## config.mk

```make
export PLATFORM = sky130hd
export DESIGN_NAME = sfc_frame_core
export DESIGN_NICKNAME = d
export VERILOG_FILES = /design/src/rtl/sfc_pkg.sv /design/src/rtl/sfc_frame_core.sv
export SDC_FILE = /design/constraint.sdc
export NUM_CORES = 1
export LEC_CHECK = 0
export BUFFER_PORTS_ARGS = -buffer_cell sky130_fd_sc_hd__clkbuf_2
export CAP_MARGIN = 20
export CORE_MARGIN = 10
export CORE_UTILIZATION = 43
export CTS_BUF_LIST = sky130_fd_sc_hd__clkbuf_8
export DETAILED_ROUTE_END_ITERATION = 8
export PLACE_DENSITY = 0.65
export SKIP_LAST_GASP = 1
export SYNTH_ARGS = -nofsm -noshare
export SYNTH_HDL_FRONTEND = slang
export SYNTH_SLANG_ARGS = --single-unit
export TNS_END_PERCENT = 10
```

## constraint.sdc

```tcl
create_clock -name clk -period 5.7 [get_ports clk]
set_clock_uncertainty 0.15 [all_clocks]
set_input_delay 0.855 -clock clk [delete_from_list [all_inputs] [get_ports clk]]
set_output_delay 0.855 -clock clk [all_outputs]
set_load 0.02 [all_outputs]
```

## src/rtl/sfc_pkg.sv

```systemverilog
// types, codes and the crc-8 step for the sync frame checker
// no dependencies
`default_nettype none

package sfc_pkg;

	localparam int unsigned FRAME_LEN = 8;
	localparam logic [3:0]  POS_LAST  = 4'(FRAME_LEN - 1);
	localparam logic [3:0]  POS_SAT   = 4'd9;
	localparam logic [7:0]  CRC_POLY  = 8'h07;
	localparam logic [7:0]  SOF_RESET = 8'hAA;

	// register index of the start marker
	localparam logic REG_SOF_MARKER = 1'b0;

	// status codes
	localparam logic [1:0] ST_OK  = 2'd0;
	localparam logic [1:0] ST_LEN = 2'd1;
	localparam logic [1:0] ST_SOF = 2'd2;
	localparam logic [1:0] ST_CRC = 2'd3;

	// event codes
	localparam logic [1:0] EV_NONE  = 2'd0;
	localparam logic [1:0] EV_START = 2'd1;
	localparam logic [1:0] EV_STOP  = 2'd2;
	localparam logic [1:0] EV_POLL  = 2'd3;

	// command codes
	localparam logic [7:0] CMD_START    = 8'h00;
	localparam logic [7:0] CMD_HALT     = 8'h01;
	localparam logic [7:0] CMD_HALT_REQ = 8'h02;
	localparam logic [7:0] CMD_QUERY    = 8'h03;

	typedef struct packed {
		logic [7:0] rx_byte;
		logic       last_byte;
	} in_item_t;

	typedef struct packed {
		logic [1:0]  status;
		logic [1:0]  event_res;
		logic [31:0] timestamp;
		logic [7:0]  hundredths;
	} out_item_t;

	// one byte of crc-8, msb first, no reflection
	function automatic logic [7:0] crc8_byte(input logic [7:0] crc, input logic [7:0] b);
		logic [7:0] c;
		c = crc ^ b;
		for (int i = 0; i < 8; i++) begin
			if (c[7]) begin
				c = {c[6:0], 1'b0} ^ CRC_POLY;
			end else begin
				c = {c[6:0], 1'b0};
			end
		end
		return c;
	endfunction

endpackage

`default_nettype wire

```

## src/rtl/sfc_frame_core.sv

```systemverilog
// frame state (position, crc, captured fields) and the end-of-frame decision
// depends on sfc_pkg
`default_nettype none

module sfc_frame_core (
	input  wire logic             clk,
	input  wire logic             arst_n,
	input  wire logic             step,
	input  wire sfc_pkg::in_item_t item,
	input  wire logic [7:0]       sof_marker,
	output sfc_pkg::out_item_t    result
);

	logic [3:0]  pos_q;
	logic [7:0]  crc_q;
	logic        marker_good_q;
	logic [7:0]  cmd_q;
	logic [31:0] secs_q;
	logic [7:0]  hund_q;
	logic [7:0]  b;

	assign b = item.rx_byte;

	always_ff @(posedge clk or negedge arst_n) begin
		if (!arst_n) begin
			pos_q         <= 4'd0;
			crc_q         <= 8'd0;
			marker_good_q <= 1'b0;
			cmd_q         <= 8'd0;
			secs_q        <= 32'd0;
			hund_q        <= 8'd0;
		end else if (step) begin
			if (item.last_byte) begin
				pos_q         <= 4'd0;
				crc_q         <= 8'd0;
				marker_good_q <= 1'b0;
				cmd_q         <= 8'd0;
				secs_q        <= 32'd0;
				hund_q        <= 8'd0;
			end else begin
				case (pos_q) inside
					4'd0:                      marker_good_q <= (b == sof_marker);
					4'd1:                      cmd_q <= b;
					4'd2, 4'd3, 4'd4, 4'd5:    secs_q <= {secs_q[23:0], b};
					4'd6:                      hund_q <= b;
					default: ;
				endcase
				if (pos_q < sfc_pkg::POS_LAST) begin
					crc_q <= sfc_pkg::crc8_byte(crc_q, b);
				end
				if (pos_q < sfc_pkg::POS_SAT) begin
					pos_q <= pos_q + 4'd1;
				end
			end
		end
	end

	// checks in priority order: length, marker, crc
	always_comb begin
		result = '0;
		if (pos_q != sfc_pkg::POS_LAST) begin
			result.status = sfc_pkg::ST_LEN;
		end else if (!marker_good_q) begin
			result.status = sfc_pkg::ST_SOF;
		end else if (b != crc_q) begin
			result.status = sfc_pkg::ST_CRC;
		end else begin
			result.status     = sfc_pkg::ST_OK;
			result.timestamp  = secs_q;
			result.hundredths = hund_q;
			case (cmd_q) inside
				sfc_pkg::CMD_START:                         result.event_res = sfc_pkg::EV_START;
				sfc_pkg::CMD_HALT, sfc_pkg::CMD_HALT_REQ:   result.event_res = sfc_pkg::EV_STOP;
				sfc_pkg::CMD_QUERY:                         result.event_res = sfc_pkg::EV_POLL;
				default:                                    result.event_res = sfc_pkg::EV_NONE;
			endcase
		end
	end

endmodule

`default_nettype wire

```

==> flow_metrics.env <==
export IMPL_post_drt_wl_per_cell_um=16.6
export IMPL_clkTransAtPathRegs_ns=0.07
export IMPL_cts_tree="yes"
export IMPL_max_freq_ghz=0.280
export IMPL_status="finished clean"
export IMPL_leakage_nw=1.92
export IMPL_numCtsBuffers=9
export IMPL_wirelength_um=8890
export IMPL_avgViaCountPerCell=5.45
export IMPL_path_cells="clkbuf_2 > xnor2_1 > ha_1 > nand4_1 > nor2_2 > buf_8 > and2_1 > clkbuf_2"
export IMPL_r2r_start="pos_q[0]$_DFFE_PN0P_"
export IMPL_initial_core_util_pct=44.7
export IMPL_yosysTopAreaCell="dfrtp_1"
export IMPL_synthArstFlopShare_pct=100
export IMPL_slew_headroom_pct=37.9
export IMPL_fin_setup_tns_ns=0
export IMPL_clk_latency_ns=0.33
export IMPL_clockBufferDepth=2
export IMPL_hold_violations=0
export IMPL_drv_cap=0
export IMPL_fill_cells=733
export IMPL_rows=32
export IMPL_irDropWorstVdd_mv=0.149
export IMPL_critPathLaunchType="input pin"
export IMPL_dr_first_iter_drc_count=206
export IMPL_clockPowerShare_pct=32.6
export IMPL_clock_sinks=61
export IMPL_p_per_area_mw_per_mm2=356
export IMPL_num_nets_final=459
export IMPL_worst_pin_slew_ns=0.925
export IMPL_syn_to_final_growth_pct=18.2
export IMPL_vias=2926
export IMPL_cp_max_fo=37
export IMPL_ios=64
export IMPL_dp_hpwl_um=6230
export IMPL_hold_start="cmd_q[3]$_DFFE_PN0P_"
export IMPL_combPwrFrac_pct=26.8
export IMPL_synthCells=378
export IMPL_grt_usage_pct=15.3
export IMPL_clockRootBuffer="clkbuf_8"
export IMPL_coreArea_mm2=0.00781
export IMPL_grtUsageMet1_pct=21.0
export IMPL_synth_ff_type="dfrtp_1"
export IMPL_critPathCaptureType="output port"
export IMPL_antenna_found_initial=0
export IMPL_postCtsHoldBufs=0
export IMPL_top_usage_layer="met2"
export IMPL_intPower_mw=1.02
export IMPL_synth_top_cells_by_area="dfrtp_1 (44%), nand2_1 (9.1%), o221ai_1 (8.0%), and2_1 (7.2%), o21ai_0 (3.3%)"
export IMPL_yosys_register_bits=61
export IMPL_gp_congestion=0.812
export IMPL_holdWs_ns=0.341
export IMPL_p_sw_mw=0.444
export IMPL_slew_viol_final=0
export IMPL_synth_area_per_cell_um2=9.23
export IMPL_met3_usage_pct=2.79
export IMPL_drc=0
export IMPL_die_area_mm2=0.0121
export IMPL_synth_commonest_cells="nand2_1 (85), dfrtp_1 (61), and2_1 (40)"
export IMPL_path_common_cell="clkbuf_2"
export IMPL_cts_setup_buffers=0
export IMPL_gr_total_overflow=0
export IMPL_yosys_warnings=0
export IMPL_rsz0062_at_grt="false"
export IMPL_fp_dieH_um=110
export IMPL_cts_resized=0
export IMPL_crit_start="item[8]"
export IMPL_required_ns=4.70
export IMPL_setup_viol=0
export IMPL_yosysMostFrequentCell="nand2_1"
export IMPL_seq_power_share_pct=40.5
export IMPL_use_met2_pct=23.8
export IMPL_fin_crit_sh_pct=62.7
export IMPL_grt_pass1_vias=2899
export IMPL_hold_class="reg2reg"
export IMPL_synth_fp_nets=406
export IMPL_portBuffers=63
export IMPL_cpMaxStageDelayCell="xnor2_1"
export IMPL_synth_top_area_share_pct=43.8
export IMPL_antennaDiodeCount=0
export IMPL_switching_share_pct=30.2
export IMPL_ys_types=44
export IMPL_synth_edff_count=0
export IMPL_netlist_area_mm2=0.00349
export IMPL_first_pass_iters=4
export IMPL_grt_max_degree=62
export IMPL_h_tree_depth=3
export IMPL_cp_arrival_ns=2.57
export IMPL_grt_first_pass_wirelength_um=14900
export IMPL_worstSetupPathType="in2out"
export IMPL_fin_crit_ns=3.57
export IMPL_slowest_delay_ns=0.32
export IMPL_final_antenna_net_count=0
export IMPL_seq_area_frac_synth_pct=43.8
export IMPL_drive_above_1_share_pct=20.9
export IMPL_die_w_um=110
[state kept, by name (all words and copies together), names as in the netlist]
signal / count
secs_q: 32
cmd_q: 8
crc_q: 8
hund_q: 8
pos_q: 4
marker_good_q: 1
[layout make-up]
class	instances	area [um2]	area share, %
Inverter	11	41.3	1.00
Clock buffer	11	151	3.67
Timing Repair Buffer	71	383	9.29
Clock inverter	4	95.1	2.31
Multi-Input combinational cell	277	1800	43.6
Sequential cell	61	1530	37.0
Tap cell	102	128	3.10
[power by group through the flow]
stage / clock network, mW / logic (mW) / registers (mW)
after floorplan: 0 / 0.320 / 0.578
after global placement: 0 / 0.384 / 0.599
after detailed placement: 0 / 0.394 / 0.602
after CTS: 0.486 / 0.396 / 0.595
after global routing: 0.508 / 0.442 / 0.611
final: 0.479 / 0.394 / 0.595
[through the flow]
step                setup slack, ns  cell area, um2  instances  total power, mW  util, %
CTS                            1.55            4100        535             1.48     52.5
finish                         2.13            4120        537             1.47     52.8
global route                   1.97            4120        537             1.56     52.8
detailed placement             1.56            3850        520            0.996     49.4
floorplan                      2.47            3490        378            0.898        -
global placement               1.65            3850        520            0.982     49.4
[critical path: cells and delay by family]
kind	cells	cell delay, ns
XOR/XNOR	1	0.32
buffers and inverters	3	0.50
adder cells (fa/ha/maj)	1	0.22
AND/OR/NAND/NOR	3	0.65
[placed cells by master, fill, tap and decap left out, drive strengths merged, types with 3 or more instances in the layout]
cell type  Yosys  routed
bufinv         0       3
and2          40      40
or4            3       3
nor4           3       3
buf            6       8
a21oi          8       8
xnor2         14      14
xor2           9       9
dfrtp         61      61
o221ai        32      32
o31ai         11      11
nor2           9       9
clkbuf        23      74
nand2         85      85
xor3           3       3
inv           10      10
ha             8       8
o21ai         24      24
[worst paths after layout]
check,end,slack (ns),depth (start not counted)
setup / recovery,result[31],2.13,8
hold / removal,cmd_q[3]$_DFFE_PN0P_,0.34,2
setup reg to reg,secs_q[21]$_DFFE_PN0P_,3.52,6
hold reg to reg,cmd_q[3]$_DFFE_PN0P_,0.34,2
max in group asynchronous,pos_q[1]$_DFFE_PN0P_,4.35,2
min in group asynchronous,crc_q[7]$_DFFE_PN0P_,0.53,2
[kinds of logic after synthesis]
logic type	synth area share, %
AOI/OAI and AO/OA	17.5
xor gates and xnor gates	9.54
adders and majority gates	2.87
buffers and inverters	4.81
DFF	43.8
and+or+nand+nor	21.5
[metal layers]
metal,vias up,part of all wire [%]
met1,1426,46
met4,0,1.3
met5,-,0
li1,1429,-
met2,60,48
met3,11,4.7
No activity file was read; power rests on OpenSTA's default activity.
